<file path="config.mk">
export PLATFORM = sky130hd
export DESIGN_NAME = frt_ctrl_flat
export DESIGN_NICKNAME = d
export VERILOG_FILES = /design/src/rtl/core/frt_pkg.sv /design/src/rtl/core/frt_if.sv /design/src/rtl/core/frt_ctrl.sv /design/src/flat_wrapper.sv
export SDC_FILE = /design/constraint.sdc
export NUM_CORES = 1
export LEC_CHECK = 0
export BUFFER_PORTS_ARGS = -buffer_cell sky130_fd_sc_hd__buf_2
export CORE_AREA = 2 2 212 214
export DETAILED_ROUTE_END_ITERATION = 10
export DIE_AREA = 0 0 214 216
export GPL_TIMING_DRIVEN = 0
export PLACE_DENSITY = 0.69
export REMOVE_ABC_BUFFERS = 1
export SLEW_MARGIN = 40
export SYNTH_ARGS = -nofsm -noshare
export SYNTH_HDL_FRONTEND = slang
export SYNTH_SLANG_ARGS = --single-unit
export TNS_END_PERCENT = 5
</file>
<file path="constraint.sdc">
create_clock -name clock -period 20 [get_ports clock]
set_input_delay 1 -clock clock [delete_from_list [all_inputs] [get_ports clock]]
set_output_delay 1 -clock clock [all_outputs]
set_load 0.01 [all_outputs]
</file>
<file path="src/rtl/core/frt_pkg.sv">
`default_nettype none
package frt_pkg;

   localparam int ENTRIES = 64;
   localparam int IDX_W   = (ENTRIES > 1) ? $clog2(ENTRIES) : 1;
   localparam int CNT_W   = $clog2(ENTRIES + 1);

   typedef enum logic [1:0] {
      FUNC_INSTALL    = 2'd0,
      FUNC_ACK        = 2'd1,
      FUNC_QUERY      = 2'd2,
      FUNC_REVALIDATE = 2'd3
   } func_type;

   typedef enum logic [2:0] {
      ST_OK        = 3'd0,
      ST_NULL      = 3'd1,
      ST_OLD_GEN   = 3'd2,
      ST_OLD_EPOCH = 3'd3,
      ST_NOT_FOUND = 3'd4,
      ST_MISMATCH  = 3'd5,
      ST_FULL      = 3'd6
   } status_type;

   typedef enum logic [2:0] {
      RS_EMPTY      = 3'd0,
      RS_PENDING    = 3'd1,
      RS_INSTALLED  = 3'd2,
      RS_ACKED      = 3'd3,
      RS_REVALIDATE = 3'd4
   } route_state_type;

   typedef enum logic [1:0] {
      SEQ_IDLE   = 2'd0,
      SEQ_SCAN   = 2'd1,
      SEQ_DECIDE = 2'd2,
      SEQ_RESP   = 2'd3
   } seq_state_type;

   typedef struct packed {
      logic [31:0] key;
      logic [31:0] generation;
      logic [31:0] epoch;
      logic [31:0] boot_id;
      logic [2:0]  state;
   } route_type;

   typedef struct packed {
      logic             en;
      logic [IDX_W-1:0] addr;
      route_type        data;
   } store_wr_type;

   typedef struct packed {
      status_type  status;
      logic [31:0] route_generation;
      logic [31:0] route_epoch;
      logic [31:0] route_boot_id;
      logic [2:0]  route_state;
      logic [31:0] revalidated_total;
   } result_type;

endpackage
`default_nettype wire

</file>
<file path="src/rtl/core/frt_if.sv">
`default_nettype none
interface frt_req_if;
   logic        valid;
   logic        ready;
   logic [1:0]  func;
   logic [31:0] slot_key;
   logic        null_service;
   logic [31:0] generation;
   logic [31:0] epoch;
   logic [31:0] boot_id;
   logic [2:0]  entry_state;

   modport source (output valid, func, slot_key, null_service, generation, epoch, boot_id,
                   entry_state, input ready);
   modport sink (input valid, func, slot_key, null_service, generation, epoch, boot_id,
                 entry_state, output ready);
endinterface

`default_nettype wire

</file>
<file path="src/rtl/core/frt_ctrl.sv">
`default_nettype none
module frt_ctrl (
   input  wire                        clock,
   input  wire                        reset,
   frt_req_if.sink                    req_chan,
   output logic [frt_pkg::IDX_W-1:0]  rd_addr,
   input  frt_pkg::route_type         rd_data,
   output frt_pkg::store_wr_type      wr,
   output logic                       res_valid,
   output frt_pkg::result_type        res,
   input  wire                        res_take
);

   frt_pkg::seq_state_type     state_ff, state_in;
   logic [frt_pkg::CNT_W-1:0]  used_ff, used_in;
   logic [31:0]                cnt_ff, cnt_in;
   logic [frt_pkg::CNT_W-1:0]  issue_ff, issue_in;
   logic                       pend_ff, pend_in;
   logic                       found_ff, found_in;

   frt_pkg::func_type          func_ff, func_in;
   logic [31:0]                key_ff, key_in;
   logic [31:0]                gen_ff, gen_in;
   logic [31:0]                ep_ff, ep_in;
   logic [31:0]                boot_ff, boot_in;
   logic [2:0]                 st_ff, st_in;
   logic [frt_pkg::IDX_W-1:0]  pend_idx_ff, pend_idx_in;
   logic [frt_pkg::IDX_W-1:0]  hit_ff, hit_in;
   frt_pkg::route_type         rec_ff, rec_in;
   frt_pkg::result_type        res_ff, res_in;

   logic key_hit;
   logic live;

   always_ff @(posedge clock) begin
      if (reset) begin
         state_ff <= frt_pkg::SEQ_IDLE;
         used_ff  <= '0;
         cnt_ff   <= '0;
         issue_ff <= '0;
         pend_ff  <= 1'b0;
         found_ff <= 1'b0;
      end else begin
         state_ff <= state_in;
         used_ff  <= used_in;
         cnt_ff   <= cnt_in;
         issue_ff <= issue_in;
         pend_ff  <= pend_in;
         found_ff <= found_in;
      end
   end

   always_ff @(posedge clock) begin
      func_ff     <= func_in;
      key_ff      <= key_in;
      gen_ff      <= gen_in;
      ep_ff       <= ep_in;
      boot_ff     <= boot_in;
      st_ff       <= st_in;
      pend_idx_ff <= pend_idx_in;
      hit_ff      <= hit_in;
      rec_ff      <= rec_in;
      res_ff      <= res_in;
   end

   // shared key compare, one stored entry per cycle
   assign key_hit = pend_ff && (func_ff != frt_pkg::FUNC_REVALIDATE) && (rd_data.key == key_ff);
   assign live    = (rd_data.state == frt_pkg::RS_PENDING) ||
                    (rd_data.state == frt_pkg::RS_INSTALLED) ||
                    (rd_data.state == frt_pkg::RS_ACKED);

   assign req_chan.ready = (state_ff == frt_pkg::SEQ_IDLE);
   assign rd_addr        = issue_ff[frt_pkg::IDX_W-1:0];
   assign res_valid      = (state_ff == frt_pkg::SEQ_RESP);
   assign res            = res_ff;

   always_comb begin
      state_in    = state_ff;
      used_in     = used_ff;
      cnt_in      = cnt_ff;
      issue_in    = issue_ff;
      pend_in     = pend_ff;
      found_in    = found_ff;
      func_in     = func_ff;
      key_in      = key_ff;
      gen_in      = gen_ff;
      ep_in       = ep_ff;
      boot_in     = boot_ff;
      st_in       = st_ff;
      pend_idx_in = pend_idx_ff;
      hit_in      = hit_ff;
      rec_in      = rec_ff;
      res_in      = res_ff;
      wr          = '0;

      unique case (state_ff)
         frt_pkg::SEQ_IDLE: begin
            if (req_chan.valid) begin
               func_in  = frt_pkg::func_type'(req_chan.func);
               key_in   = req_chan.slot_key;
               gen_in   = req_chan.generation;
               ep_in    = req_chan.epoch;
               boot_in  = req_chan.boot_id;
               st_in    = req_chan.entry_state;
               issue_in = '0;
               pend_in  = 1'b0;
               found_in = 1'b0;
               if ((frt_pkg::func_type'(req_chan.func) == frt_pkg::FUNC_INSTALL) &&
                   req_chan.null_service) begin
                  res_in                   = '0;
                  res_in.status            = frt_pkg::ST_NULL;
                  res_in.revalidated_total = cnt_ff;
                  state_in                 = frt_pkg::SEQ_RESP;
               end else begin
                  state_in = frt_pkg::SEQ_SCAN;
               end
            end
         end

         frt_pkg::SEQ_SCAN: begin
            if (pend_ff && (func_ff == frt_pkg::FUNC_REVALIDATE) && live) begin
               wr.en         = 1'b1;
               wr.addr       = pend_idx_ff;
               wr.data       = rd_data;
               wr.data.state = frt_pkg::RS_REVALIDATE;
               cnt_in        = cnt_ff + 32'd1;
            end
            if (key_hit) begin
               found_in = 1'b1;
               hit_in   = pend_idx_ff;
               rec_in   = rd_data;
               pend_in  = 1'b0;
               state_in = frt_pkg::SEQ_DECIDE;
            end else if (issue_ff < used_ff) begin
               pend_in     = 1'b1;
               pend_idx_in = issue_ff[frt_pkg::IDX_W-1:0];
               issue_in    = issue_ff + frt_pkg::CNT_W'(1);
            end else begin
               pend_in  = 1'b0;
               state_in = frt_pkg::SEQ_DECIDE;
            end
         end

         frt_pkg::SEQ_DECIDE: begin
            res_in                   = '0;
            res_in.revalidated_total = cnt_ff;
            state_in                 = frt_pkg::SEQ_RESP;
            unique case (func_ff)
               frt_pkg::FUNC_INSTALL: begin
                  if (found_ff) begin
                     if (gen_ff <= rec_ff.generation) begin
                        res_in.status = frt_pkg::ST_OLD_GEN;
                     end else if (ep_ff < rec_ff.epoch) begin
                        res_in.status = frt_pkg::ST_OLD_EPOCH;
                     end else begin
                        wr.en   = 1'b1;
                        wr.addr = hit_ff;
                        wr.data = '{key: key_ff, generation: gen_ff, epoch: ep_ff,
                                    boot_id: boot_ff, state: st_ff};
                     end
                  end else if (used_ff == frt_pkg::CNT_W'(frt_pkg::ENTRIES)) begin
                     res_in.status = frt_pkg::ST_FULL;
                  end else begin
                     wr.en   = 1'b1;
                     wr.addr = used_ff[frt_pkg::IDX_W-1:0];
                     wr.data = '{key: key_ff, generation: gen_ff, epoch: ep_ff,
                                 boot_id: boot_ff, state: st_ff};
                     used_in = used_ff + frt_pkg::CNT_W'(1);
                  end
               end
               frt_pkg::FUNC_ACK: begin
                  if (!found_ff) begin
                     res_in.status = frt_pkg::ST_NOT_FOUND;
                  end else if ((rec_ff.generation != gen_ff) || (rec_ff.boot_id != boot_ff) ||
                               ((rec_ff.state != frt_pkg::RS_INSTALLED) &&
                                (rec_ff.state != frt_pkg::RS_PENDING))) begin
                     res_in.status = frt_pkg::ST_MISMATCH;
                  end else begin
                     wr.en         = 1'b1;
                     wr.addr       = hit_ff;
                     wr.data       = rec_ff;
                     wr.data.state = frt_pkg::RS_ACKED;
                  end
               end
               frt_pkg::FUNC_QUERY: begin
                  if (!found_ff || (rec_ff.state == frt_pkg::RS_EMPTY)) begin
                     res_in.status = frt_pkg::ST_NOT_FOUND;
                  end else begin
                     res_in.route_generation = rec_ff.generation;
                     res_in.route_epoch      = rec_ff.epoch;
                     res_in.route_boot_id    = rec_ff.boot_id;
                     res_in.route_state      = rec_ff.state;
                  end
               end
               frt_pkg::FUNC_REVALIDATE: begin
                  res_in.status = frt_pkg::ST_OK;
               end
            endcase
         end

         frt_pkg::SEQ_RESP: begin
            if (res_take) begin
               state_in = frt_pkg::SEQ_IDLE;
            end
         end
      endcase
   end

`ifndef NO_ASSERTIONS
   a_used_bound: assert property (@(posedge clock) disable iff (reset)
      used_ff <= frt_pkg::CNT_W'(frt_pkg::ENTRIES))
      else $error("route count exceeds table size");

   a_used_step: assert property (@(posedge clock) disable iff (reset)
      (used_ff != $past(used_ff)) |-> (used_ff == $past(used_ff) + frt_pkg::CNT_W'(1)))
      else $error("route count moved by more than one");

   a_cnt_reval: assert property (@(posedge clock) disable iff (reset)
      (cnt_ff != $past(cnt_ff)) |->
         ($past(state_ff) == frt_pkg::SEQ_SCAN && $past(func_ff) == frt_pkg::FUNC_REVALIDATE))
      else $error("revalidate count changed outside a revalidate scan");

   a_wr_busy: assert property (@(posedge clock) disable iff (reset)
      wr.en |-> (state_ff == frt_pkg::SEQ_SCAN || state_ff == frt_pkg::SEQ_DECIDE))
      else $error("table write while not processing a transaction");

   a_scan_bound: assert property (@(posedge clock) disable iff (reset)
      (state_ff == frt_pkg::SEQ_SCAN) |-> (issue_ff <= used_ff))
      else $error("scan ran past the routes in use");
`endif

endmodule
`default_nettype wire

</file>
<file path="src/flat_wrapper.sv">
// flat-port wrapper written by rule: the top's interface ports become plain ports
module frt_ctrl_flat 
  (clock, reset, rd_addr, rd_data, wr, res_valid, res, res_take, req_chan_valid, req_chan_func, req_chan_slot_key, req_chan_null_service, req_chan_generation, req_chan_epoch, req_chan_boot_id, req_chan_entry_state, req_chan_ready);
  frt_req_if req_chan_i ();
  input  wire clock;
  input  wire reset;
  output logic [frt_pkg::IDX_W-1:0] rd_addr;
  input  frt_pkg::route_type rd_data;
  output frt_pkg::store_wr_type wr;
  output logic res_valid;
  output frt_pkg::result_type res;
  input  wire res_take;
  input wire logic [$bits(req_chan_i.valid)-1:0] req_chan_valid;
  input wire logic [$bits(req_chan_i.func)-1:0] req_chan_func;
  input wire logic [$bits(req_chan_i.slot_key)-1:0] req_chan_slot_key;
  input wire logic [$bits(req_chan_i.null_service)-1:0] req_chan_null_service;
  input wire logic [$bits(req_chan_i.generation)-1:0] req_chan_generation;
  input wire logic [$bits(req_chan_i.epoch)-1:0] req_chan_epoch;
  input wire logic [$bits(req_chan_i.boot_id)-1:0] req_chan_boot_id;
  input wire logic [$bits(req_chan_i.entry_state)-1:0] req_chan_entry_state;
  output wire logic [$bits(req_chan_i.ready)-1:0] req_chan_ready;
  assign req_chan_i.valid = req_chan_valid;
  assign req_chan_i.func = req_chan_func;
  assign req_chan_i.slot_key = req_chan_slot_key;
  assign req_chan_i.null_service = req_chan_null_service;
  assign req_chan_i.generation = req_chan_generation;
  assign req_chan_i.epoch = req_chan_epoch;
  assign req_chan_i.boot_id = req_chan_boot_id;
  assign req_chan_i.entry_state = req_chan_entry_state;
  assign req_chan_ready = req_chan_i.ready;
  frt_ctrl u_core (.clock(clock), .reset(reset), .req_chan(req_chan_i), .rd_addr(rd_addr), .rd_data(rd_data), .wr(wr), .res_valid(res_valid), .res(res), .res_take(res_take));
endmodule
</file>
After elaboration in Yosys (flattened, before gate mapping)

Cells that the tools add are included.

Output and inout port bits: 280
Word-level logic and storage cells: 123
Register bits: 460

Equality and inequality tests: 23
Add/sub/neg operators: 3
Mux-type cells: 38
Bitwise gates (word level): 3
Order comparisons: 3
Reductions and logical operators: 28

Operators by type and width:

| cell                                                   | number |
|---|---|
| two-way mux 138 bit                                    | 7 |
| one-hot mux 138 bit (2 select lines)                   | 2 |
| two-way mux 134 bit                                    | 2 |
| one-hot mux 134 bit (2 select lines)                   | 1 |
| two-way mux 99 bit                                     | 2 |
| inequality test 32 bit                                 | 2 |
| adder 32 x 1 -> 32 bit (second input constant)         | 1 |
| equality test 32 bit                                   | 1 |
| less-or-equal comparator 32 bit                        | 1 |
| less-than comparator 32 bit                            | 1 |
| two-way mux 7 bit                                      | 3 |
| two-way mux 3 bit                                      | 6 |
| adder 7 x 1 -> 7 bit (second input constant)           | 2 |
| one-hot mux 7 bit (2 select lines)                     | 1 |
| two-way mux 2 bit                                      | 6 |
| one-hot mux 3 bit (4 select lines)                     | 1 |
| AND reduction 3 bit                                    | 4 |
| equality test 2 bit (second input constant)            | 4 |
| inequality test 2 x 1 -> 1 bit (second input constant) | 4 |
| one-hot mux 2 bit (4 select lines)                     | 1 |
| AND reduction 2 bit                                    | 4 |
| AND reduction 4 bit                                    | 2 |
| equality test 7 bit (second input constant)            | 1 |
| less-than comparator 7 bit                             | 1 |
| 15 further kinds                                       | 38 |

Longest topological paths before layout

Gate-level depths: netlist of the first run.

Depth in word-level cells: 7
Depth in mapped cells: 11
Gate-level depth less buffers: 9

Worst setup path after synthesis of the first run

OpenSTA, ideal clock, no wires.

Path kind: in2reg
From: in rd_data[124] (netlist bit)
To: reg u_core.hit_ff[0] (netlist bit) (enable)
Stages: 5
Buffers on the path: 0
Arrival time: 15544 ps
Required time: 18982 ps
Setup slack: 3438 ps
Cells stage by stage: xor2_1 -> nor4_1 -> nand4_1 -> nor2_1 -> nor4b_1

Longest elaborated chain between the ends: 3

RTL lines:

| element                              | line              | source |
|---|---|---|
| start: declaration                   | flat_wrapper.sv:8 | `input frt_pkg::route_type rd_data;` |
| equality test 32 bit                 | frt_ctrl.sv:67    | `assign key_hit = pend_ff && (func_ff != frt_pkg::FUNC_REVALIDATE) && (rd_data.key == key_ff);` |
| logical AND 1 bit                    | frt_ctrl.sv:67    |  |
| AND reduction 2 bit (no source line) | n/a               |  |
| end signal: assignment               | frt_ctrl.sv:61    | `hit_ff <= hit_in;` |
| end: declaration                     | frt_ctrl.sv:28    | `logic [frt_pkg::IDX_W-1:0] hit_ff, hit_in;` |

Every way passes these cells.
A chain may end at the register's enable or synchronous reset.

==> results of run 1 <==
## cell type report
type | count | area [µm²]
Inverter | 96 | 368
Tap cell | 592 | 741
Antenna cell | 12 | 30.0
Sequential cell | 460 | 13300
Fill cell | 3552 | 17900
Multi-Input combinational cell | 877 | 6510
Clock buffer | 70 | 1390
Timing Repair Buffer | 610 | 3440
Clock inverter | 17 | 136
## power by group through the flow
stage	Clock, mW	Sequential (mW)	Combinational, mW
after detailed placement	0	1.26	0.418
after global routing	0.923	1.25	0.448
after CTS	0.890	1.24	0.420
after floorplan	0	1.31	0.167
final	0.872	1.24	0.415
after global placement	0	1.31	0.369
## state kept, by name, indices dropped and copies added (netlist names)
signal and cells:
u_core.used_ff 7, u_core.boot_ff 32, u_core.pend_ff 1, u_core.ep_ff 32
u_core.st_ff 3, u_core.pend_idx_ff 6, u_core.gen_ff 32, u_core.found_ff 1
u_core.hit_ff 6, u_core.key_ff 32, u_core.rec_ff 131, u_core.res 134
u_core.cnt_ff 32, u_core.state_ff 2, u_core.issue_ff 7, u_core.func_ff 2
## cell families after synthesis
| kind of cell | Yosys count | synth area share |
|---|---|---|
| muxes | 1 | 0.000488 |
| adders and majority gates | 77 | 0.0470 |
| buffers and inverters | 165 | 0.0354 |
| xor gates and xnor gates | 92 | 0.0393 |
| AOI/OAI and AO/OA | 384 | 0.140 |
| DFF | 460 | 0.649 |
| and+or+nand+nor | 323 | 0.0887 |
## stage by stage
step / hold WS, ns / TNS (ns) / setup WS, ns / std cells
3_3_place_gp: 0.433 / -1005.61 / -7.37 / 2573
6_report: 0.449 / 0 / 14.48 / 2734
3_5_place_dp: 0.436 / 0 / 14.98 / 2635
2_1_floorplan: 0.427 / 0 / 3.44 / 1433
5_1_grt: 0.456 / 0 / 14.22 / 2733
4_1_cts: 0.449 / 0 / 14.38 / 2722
## layout by cell type, fill, tap and decap left out, types with 50 or more instances in the layout
cell	n
sky130_fd_sc_hd__buf_2	579
sky130_fd_sc_hd__edfxtp_1	410
sky130_fd_sc_hd__a21o_1	136
sky130_fd_sc_hd__a22o_1	128
sky130_fd_sc_hd__and2_1	100
sky130_fd_sc_hd__inv_1	94
sky130_fd_sc_hd__ha_1	77
sky130_fd_sc_hd__xor2_1	55
sky130_fd_sc_hd__nor2_1	54
sky130_fd_sc_hd__dfxtp_1	50
## per-layer routing
layer  share of wire  wire, µm  vias up
li1                -         -     6862
met2            0.50     30500      571
met1            0.39     23700     7293
met5         0.00071        43        -
met4           0.031      1870        8
met3           0.071      4290      115
## worst reg2reg max path, delay by kind of cell (launching register included)
family / cells / cell delay (ns)
buffers and inverters: 10 / 1.96
AND/OR/NAND/NOR: 4 / 1.49
flip-flops: 1 / 0.41
XOR/XNOR: 1 / 0.24
## worst min path at each step
| stage | startpoint | endpoint | slack, ns |
|---|---|---|---|
| detailed placement | u_core.pend_idx_ff[1]$_DFFE_PP_ | u_core.hit_ff[1]$_DFFE_PP_ | 0.44 |
| floorplan | u_core.pend_idx_ff[0]$_DFFE_PP_ | u_core.hit_ff[0]$_DFFE_PP_ | 0.43 |
| global placement | u_core.pend_idx_ff[5]$_DFFE_PP_ | u_core.hit_ff[5]$_DFFE_PP_ | 0.43 |
| CTS | u_core.pend_idx_ff[2]$_DFFE_PP_ | u_core.hit_ff[2]$_DFFE_PP_ | 0.45 |
| global route | u_core.pend_idx_ff[1]$_DFFE_PP_ | u_core.hit_ff[1]$_DFFE_PP_ | 0.46 |
| finish | u_core.pend_idx_ff[2]$_DFFE_PP_ | u_core.hit_ff[2]$_DFFE_PP_ | 0.45 |
==> results.txt, run 1 <==
----------------------------------------------------
[Setup path]
  Maximum net fanout on the critical path ... 22
  Worst reg-to-reg setup slack ... 15.60 ns
  Data required time of the critical path ... 19.00 ns
  Critical register-to-register path startpoint ... u_core.key_ff[29]$_DFFE_PP_
  Kind of launch point of the worst setup path ... flop
  CP max stage delay ... 0.63 ns
  Depth of the critical timing path with buffers and inverters included ... 13
  Kind of critical path ... reg2out
  Worst flop-to-flop path endpoint ... u_core.rec_ff[9]$_DFFE_PP_
  Category of cells accounting for the largest share of critical-path delay ... simple AND/OR/NAND/NOR gates
  Reg2reg path depth ... 15
  List of cells traversed by the critical path ... inv_1 -> ha_1 -> nand4_1 -> or4_1 -> or3_1 -> a41oi_1 -> o22ai_1 -> a21oi_4 -> buf_8 -> buf_8 -> buf_8 -> a21o_1 -> buf_2
  Critical Path Most Common Cell ... sky130_fd_sc_hd__buf_8
  Data arrival time at the worst-slack endpoint ... 4.52 ns
  Worst Path Buf+Inv ... 5
  Slowest cell on the critical path ... sky130_fd_sc_hd__or4_1
  Last element of the critical path ... wr[126]
  Kind of end point of the critical path ... output port
  Worst setup path startpoint ... u_core.rec_ff[92]$_DFFE_PP_

[GRT]
  Via count of the first global-routing pass ... 15,100
  Most heavily used metal layer in global routing ... met2
  Overflow after GRT ... 0
  Overall track demand over capacity in global routing ... 0.256
  Fraction of met2 tracks used by global routing ... 0.443
  Pin count of the biggest net entering global routing ... 60
  Global Route met3 Usage ... 0.0650
  First-pass GRT wire length ... 90,800 µm
  Routing usage on met1 ... 0.309
  Initial antenna violation count ... 16

[Finish]
  Final Cell Area ... 25,900 µm²
  Share of final-layout standard cells stronger than drive strength 1 ... 0.326
  Number of nets in the finished design ... ~2,400
  Layout Utilization ... 0.591
  Area grow syn2layout ... 26.4%

[Clock tree]
  Clock root buffer ... sky130_fd_sc_hd__clkbuf_16
  Post-CTS setup-driven buffer insertion count ... 0
  Clock sinks ... 460
  Number of buffers inserted for hold repair after clock tree synthesis ... 0
  CTS H-tree lvls ... 2
  CTS tree ... built
  Number of buffers on the longest clock path ... 3
  Post-cts gate resize count ... 0
  Insertion delay of the later-clocked pin in the worst-skew pair ... 0.58 ns
  Inserted Clock Buffers ... 49
  Clock transition at the registers of the reported paths ... 0.06 ns

[Timing]
  Top achievable clock speed ... around 180 MHz
  Slew of the pin with the lowest slew margin ... 0.779 ns
  Number of max-slew violations in the final report ... 0
  Crit path time final ... 5.52 ns
  Final setup skew ... 0.0173 ns
  Unrepaired setup endpoints after global routing ... false
  Relative slew slack ... 0.477
  Final setup fails ... 0
  Final critical-path share of the clock period ... 0.276
  Final hold viol count ... 0

[Power]
  Sequential Power Share ... 0.491
  Static leakage power ... about 12 nW
  Share of power burned in combinational logic ... 0.164
  Switching power ... 683 µW
  Worst IR Drop VDD ... 0.0820 mV
  Switching part of the total power ... 0.270
  Share of total power in the clock network ... 0.345
  Total power of the final layout ... 2.53 mW
  Cell internal pwr ... between 1.5 and 2 mW
  Power per cell area ... 97.6 nW/µm²

[Synthesis]
  Cell with the most instances after synthesis ... sky130_fd_sc_hd__edfxtp_1
  Netlist area before placement ... 20,500 µm²
  FF+latch count, synth ... 460
  Sequential area share after synthesis ... 0.649
  Syn_area_per_cell ... between 10 and 15 µm²
  Distinct cells, synth ... 61
  Fraction of synthesized cell area taken by the top area cell type ... 0.600
  Flip-flop cell with the highest count after synthesis ... sky130_fd_sc_hd__edfxtp_1
  Top cell type by total area after synthesis ... sky130_fd_sc_hd__edfxtp_1
  Synth warn ... 0
  Most frequent cells after synthesis ... 410 x sky130_fd_sc_hd__edfxtp_1, 136 x sky130_fd_sc_hd__a21o_1, 128 x sky130_fd_sc_hd__a22o_1, 100 x sky130_fd_sc_hd__and2_1, 95 x sky130_fd_sc_hd__inv_1
  Number of enable flip-flop cells after synthesis ... 410
  Top area cells in the synthesized netlist ... sky130_fd_sc_hd__edfxtp_1 60%, sky130_fd_sc_hd__a22o_1 5.5%, sky130_fd_sc_hd__a21o_1 5.0%
  Fraction of synthesis flops using an asynchronous set or reset pin ... 0
  Gate count of the mapped netlist ... 1,502

[Die]
  Height of the die ... approximately 220 µm
  Die Span X ... 214 µm
  Core footprint ... 43,800 µm²
  Full die area ... roughly 46,000 µm²
  Number of placement rows ... 77
  Initial Util ... 0.468
  Top-level I/O count ... 549

[Hold path]
  Instance count along the most critical hold path ... 0
  Hold crit path type ... reg2reg

[Routing]
  First-iteration detailed-routing DRC count ... 1,058
  Average wire length per cell after detail routing ... 22.1 µm
  Routed via count ... 14,800
  Number of search-and-repair iterations in the first detailed-routing pass ... 5
  Routed Wire Length ... 60,400 µm
  Post-DR vias/cell ... 5.43
  DRC viols ... 0
  Antenna violation net count after detailed routing ... 0

[Placed design]
  Final HPWL from detailed placement ... 45,300 µm
  I/O Buffers ... 548
  Routability congestion estimate ... between 0.8 and 0.9
  Cell area after placement ... between 20,000 and 25,000 µm²

[Outcome]
  Outcome ... finished clean

[Run]
  Number of violations of the max-capacitance limit ... 0

----------------------------------------------------
Note: power is estimated with default switching activity, not from simulation.
==> run 2: changes to the inputs <==
- ABC_AREA: default -> 1
- CORE_AREA: 2 2 212 214 -> default
- CORE_MARGIN: default -> 2
- CORE_UTILIZATION: default -> 49
- DIE_AREA: 0 0 214 216 -> default
- PLACE_DENSITY: 0.69 -> 0.74
- clock period: 20 -> 4.7 ns (I/O delays scaled with it)
==> run 2 against run 1 <==
Against the previous run: total power grew to 4.3 times the previous value; wire length is 33% higher; sequential share of layout area is 8.5 points lower; global-route usage increased by 7.4 points; sequential power grew to 4.1 times the previous value; non-clock buffer count is 282 higher; die area increased by 3.4%; clock skew rose by 0.0083 ns; critical path type unchanged; critical endpoint is now wr[68]; largest power group unchanged; highest routed layer unchanged.
==> results.txt, run 2 <==
----------------------------------------------------
[Outcome]
  Outcome ... finished clean (unchanged)

[Die]
  Top-level I/O count ... 549 (unchanged)
  Full die area ... 47,800 µm² (was 46,200 µm²)
  Die Span X ... 219 µm (was 214 µm)
  Number of placement rows ... 78 (was 77)
  Core footprint ... 45,400 µm² (was 43,800 µm²)
  Height of the die ... 219 µm (was 216 µm)
  Initial Util ... 0.497 (was 0.468)

[Setup path]
  Category of cells accounting for the largest share of critical-path delay ... simple AND/OR/NAND/NOR gates (unchanged)
  Data required time of the critical path ... 4.47 ns (was 19.00 ns)
  Worst Path Buf+Inv ... 6 (was 5)
  Kind of launch point of the worst setup path ... flop (unchanged)
  Slowest cell on the critical path ... sky130_fd_sc_hd__nor2_4 (was sky130_fd_sc_hd__or4_1)
  Reg2reg path depth ... 14 (was 15)
  Critical Path Most Common Cell ... sky130_fd_sc_hd__nand2_1 (was sky130_fd_sc_hd__buf_8)
  List of cells traversed by the critical path ... inv_1 -> ha_1 -> nand2_1 -> nor2_1 -> nand4_1 -> nor2_1 -> nand2_1 -> nor2_1 -> nand3_2 -> nor2_4 -> buf_16 -> buf_16 -> buf_8 -> buf_16 -> nand2_1 -> nand2_1 -> nand2_1 -> nand2_1 -> buf_2 (was inv_1 -> ha_1 -> nand4_1 -> or4_1 -> or3_1 -> a41oi_1 -> o22ai_1 -> a21oi_4 -> buf_8 -> buf_8 -> buf_8 -> a21o_1 -> buf_2)
  Kind of end point of the critical path ... output port (unchanged)
  Worst reg-to-reg setup slack ... 0.81 ns (was 15.60 ns)
  CP max stage delay ... 0.40 ns (was 0.63 ns)
  Critical register-to-register path startpoint ... u_core.func_ff[1]$_DFFE_PP_ (was u_core.key_ff[29]$_DFFE_PP_)
  Kind of critical path ... reg2out (unchanged)
  Maximum net fanout on the critical path ... 19 (was 22)
  Data arrival time at the worst-slack endpoint ... 4.29 ns (was 4.52 ns)
  Worst flop-to-flop path endpoint ... u_core.rec_ff[96]$_DFFE_PP_ (was u_core.rec_ff[9]$_DFFE_PP_)

[Placed design]
  Cell area after placement ... 26,700 µm² (was 24,400 µm²)
  Worst slack at placement ... 0.924 ns (was 14.98 ns)
  Routability congestion estimate ... 0.889 (was 0.853)
  Final HPWL from detailed placement ... 54,300 µm (was 45,300 µm)
  I/O Buffers ... 548 (unchanged)

[Hold path]
  Instance count along the most critical hold path ... 5 (was 0)
  Min-Delay Endpoint ... u_core.state_ff[0]$_SDFFE_PP0P_ (was u_core.hit_ff[2]$_DFFE_PP_)
  Start point of the worst hold path ... res_take (was u_core.pend_idx_ff[2]$_DFFE_PP_)
  Hold crit path type ... in2reg (was reg2reg)

[Power]
  Worst IR Drop VDD ... 0.414 mV (was 0.0820 mV)
  Total power of the final layout ... 10.9 mW (was 2.53 mW)
  Power per cell area ... 352 nW/µm² (was 97.6 nW/µm²)
  Sequential Power Share ... 0.465 (was 0.491)
  Share of total power in the clock network ... 0.365 (was 0.345)
  Static leakage power ... 14.3 nW (was 11.8 nW)
  Switching part of the total power ... 0.273 (was 0.270)
  Cell internal pwr ... 7.94 mW (was 1.85 mW)
  Share of power burned in combinational logic ... 0.169 (was 0.164)
  Switching power ... 2.99 mW (was 683 µW)

[Clock tree]
  Insertion delay of the later-clocked pin in the worst-skew pair ... 0.60 ns (was 0.58 ns)
  Inserted Clock Buffers ... 50 (was 49)
  Clock transition at the registers of the reported paths ... 0.06 ns (about the same)
  Number of buffers inserted for hold repair after clock tree synthesis ... 264 (was 0)
  Clock root buffer ... sky130_fd_sc_hd__clkbuf_16 (unchanged)
  Post-cts gate resize count ... 0 (unchanged)
  Clock sinks ... 460 (unchanged)
  CTS tree ... built (unchanged)
  Post-CTS setup-driven buffer insertion count ... 0 (unchanged)
  Number of buffers on the longest clock path ... 3 (unchanged)
  CTS H-tree lvls ... 2 (unchanged)

[Timing]
  Slack of the critical path ... 0.175 ns (was 14.48 ns)
  Relative slew slack ... 0.504 (was 0.477)
  Number of max-slew violations in the final report ... 0 (unchanged)
  Final setup skew ... 0.0256 ns (was 0.0173 ns)
  Final hold viol count ... 0 (unchanged)
  Unrepaired setup endpoints after global routing ... false (unchanged)
  Slew of the pin with the lowest slew margin ... 0.743 ns (was 0.779 ns)
  Final critical-path share of the clock period ... 0.963
  Top achievable clock speed ... 221 MHz
  Crit path time final ... between 4 and 5 ns
  Final setup fails ... 0 (unchanged)
  Sum Neg Setup Slack ... 0 ns (unchanged)

[Synthesis]
  Synth warn ... 0 (unchanged)
  Number of enable flip-flop cells after synthesis ... 410 (unchanged)
  Syn_area_per_cell ... 9.30 µm² (was 13.7 µm²)
  Flip-flop cell with the highest count after synthesis ... sky130_fd_sc_hd__edfxtp_1 (unchanged)
  Netlist area before placement ... 22,600 µm² (was 20,500 µm²)
  Top cell type by total area after synthesis ... sky130_fd_sc_hd__edfxtp_1 (unchanged)
  Top area cells in the synthesized netlist ... sky130_fd_sc_hd__edfxtp_1 55%, sky130_fd_sc_hd__nand2_1 15%, sky130_fd_sc_hd__dfxtp_1 4.4% (was sky130_fd_sc_hd__edfxtp_1 60%, sky130_fd_sc_hd__a22o_1 5.5%, sky130_fd_sc_hd__a21o_1 5.0%)
  Cell with the most instances after synthesis ... sky130_fd_sc_hd__nand2_1 (was sky130_fd_sc_hd__edfxtp_1)
  Sequential area share after synthesis ... 0.590 (was 0.649)
  Gate count of the mapped netlist ... 2,426 (was 1,502)
  FF+latch count, synth ... 460 (unchanged)
  Fraction of synthesized cell area taken by the top area cell type ... 0.546 (was 0.600)
  Most frequent cells after synthesis ... 886 x sky130_fd_sc_hd__nand2_1, 410 x sky130_fd_sc_hd__edfxtp_1, 214 x sky130_fd_sc_hd__inv_1, 206 x sky130_fd_sc_hd__nor2_1, 162 x sky130_fd_sc_hd__nand3_1 (was 410 x sky130_fd_sc_hd__edfxtp_1, 136 x sky130_fd_sc_hd__a21o_1, 128 x sky130_fd_sc_hd__a22o_1, 100 x sky130_fd_sc_hd__and2_1, 95 x sky130_fd_sc_hd__inv_1)
  Fraction of synthesis flops using an asynchronous set or reset pin ... 0 (unchanged)
  Distinct cells, synth ... 46 (was 61)

[Routing]
  First-iteration detailed-routing DRC count ... 2,288 (was 1,058)
  Post-DR vias/cell ... 5.52 (was 5.43)
  Average wire length per cell after detail routing ... 20.5 µm (was 22.1 µm)
  Number of search-and-repair iterations in the first detailed-routing pass ... 5 (unchanged)
  DRC viols ... 0 (unchanged)
  Antenna violation net count after detailed routing ... 0 (unchanged)
  Routed Wire Length ... 80,300 µm (was 60,400 µm)
  Routed via count ... 21,700 (was 14,800)

[GRT]
  Initial antenna violation count ... 14 (was 16)
  First-pass GRT wire length ... 121,000 µm (was 90,800 µm)
  Via count of the first global-routing pass ... 22,000 (was 15,100)
  Overflow after GRT ... 0 (unchanged)
  Pin count of the biggest net entering global routing ... 68 (was 60)
  Overall track demand over capacity in global routing ... 0.331 (was 0.256)

[Finish]
  Highest-count cells in the layout ignoring fill and taps ... 886 x sky130_fd_sc_hd__nand2_1, 561 x sky130_fd_sc_hd__buf_2, 410 x sky130_fd_sc_hd__edfxtp_1 (was 579 x sky130_fd_sc_hd__buf_2, 410 x sky130_fd_sc_hd__edfxtp_1, 136 x sky130_fd_sc_hd__a21o_1)
  Flip-flop count of the largest register after layout ... 134 (unchanged)
  Final Cell Area ... 31,000 µm² (was 25,900 µm²)
  Area grow syn2layout ... 37.5% (was 26.4%)
  Share of final-layout standard cells stronger than drive strength 1 ... 0.226 (was 0.326)
  Most frequent standard cell in the layout excluding fill and tap cells ... sky130_fd_sc_hd__nand2_1 (was sky130_fd_sc_hd__buf_2)
  Layout Utilization ... 0.684 (was 0.591)
  Number of nets in the finished design ... 3,621 (was 2,440)

[Run]
  Number of violations of the max-capacitance limit ... 0 (unchanged)

----------------------------------------------------
[run 2: area by class of cell]
class	count	area (µm²)
Fill cell	3159	14300
Inverter	220	833
Timing Repair Buffer	892	6550
Sequential cell	460	13300
Multi-Input combinational cell	1651	7920
Tap cell	600	751
Antenna cell	10	25.0
Clock buffer	66	1360
Clock inverter	28	289
[run 2: per-stage QoR]
step                instances  hold WS (ns)
floorplan                2331         0.304
global placement         3479         0.412
detailed placement       3559         0.413
CTS                      3917        0.0522
global route             3924        0.0945
finish                   3927        0.0895
[run 2: worst max-delay path by stage]
stage	start	depth (start not counted)	to
finish	u_core.rec_ff[74]$_DFFE_PP_	19	wr[68]
detailed placement	u_core.func_ff[1]$_DFFE_PP_	14	u_core.rec_ff[96]$_DFFE_PP_
global placement	u_core.func_ff[1]$_DFFE_PP_	7	u_core.rec_ff[98]$_DFFE_PP_
CTS	u_core.rec_ff[74]$_DFFE_PP_	19	wr[68]
global route	u_core.rec_ff[74]$_DFFE_PP_	19	wr[68]
floorplan	u_core.func_ff[1]$_DFFE_PP_	7	u_core.hit_ff[0]$_DFFE_PP_
[run 2: routing by layer]
layer | vias up | global-route usage | part of all wire
met3 | 338 | 0.0860 | 0.10
li1 | 9758 | - | -
met2 | 1396 | 0.551 | 0.48
met5 | - | 0 | 0.00072
met4 | 10 | 0.179 | 0.053
met1 | 10200 | 0.391 | 0.37
[run 2: cell families (layout without fill, tap and decap cells)]
group	count (synthesis)	in the layout	share of synthesized area
other	0	10	0
AO/OA/AOI/OAI	135	135	0.0330
adder cells (fa/ha/maj)	77	77	0.0427
XOR/XNOR	39	39	0.0151
buffers and inverters	315	1206	0.0613
flip-flops	460	460	0.590
AND/OR/NAND/NOR	1400	1400	0.258
[run 2: power groups by stage]
| stage | clock, mW | sequential (mW) | combinational [mW] |
|---|---|---|---|
| final | 3.99 | 5.09 | 1.85 |
| after global routing | 4.19 | 5.11 | 1.99 |
| after CTS | 4.03 | 5.07 | 1.79 |
| after detailed placement | 0 | 5.15 | 1.61 |
| after global placement | 0 | 5.29 | 1.42 |
| after floorplan | 0 | 5.26 | 0.721 |
[run 2: worst reg2reg max path, cell delays in order (launching register included)]
cell,delay (ns)
sky130_fd_sc_hd__edfxtp_1,0.56
sky130_fd_sc_hd__nand2_2,0.21
sky130_fd_sc_hd__inv_2,0.07
sky130_fd_sc_hd__nor4_1,0.32
sky130_fd_sc_hd__nand2_1,0.08
sky130_fd_sc_hd__nor4_1,0.18
sky130_fd_sc_hd__nand3_1,0.17
sky130_fd_sc_hd__nor3_2,0.21
sky130_fd_sc_hd__buf_2,0.29
sky130_fd_sc_hd__buf_4,0.22
sky130_fd_sc_hd__buf_2,0.24
sky130_fd_sc_hd__buf_2,0.23
sky130_fd_sc_hd__buf_2,0.25
sky130_fd_sc_hd__buf_2,0.26
sky130_fd_sc_hd__buf_2,0.26
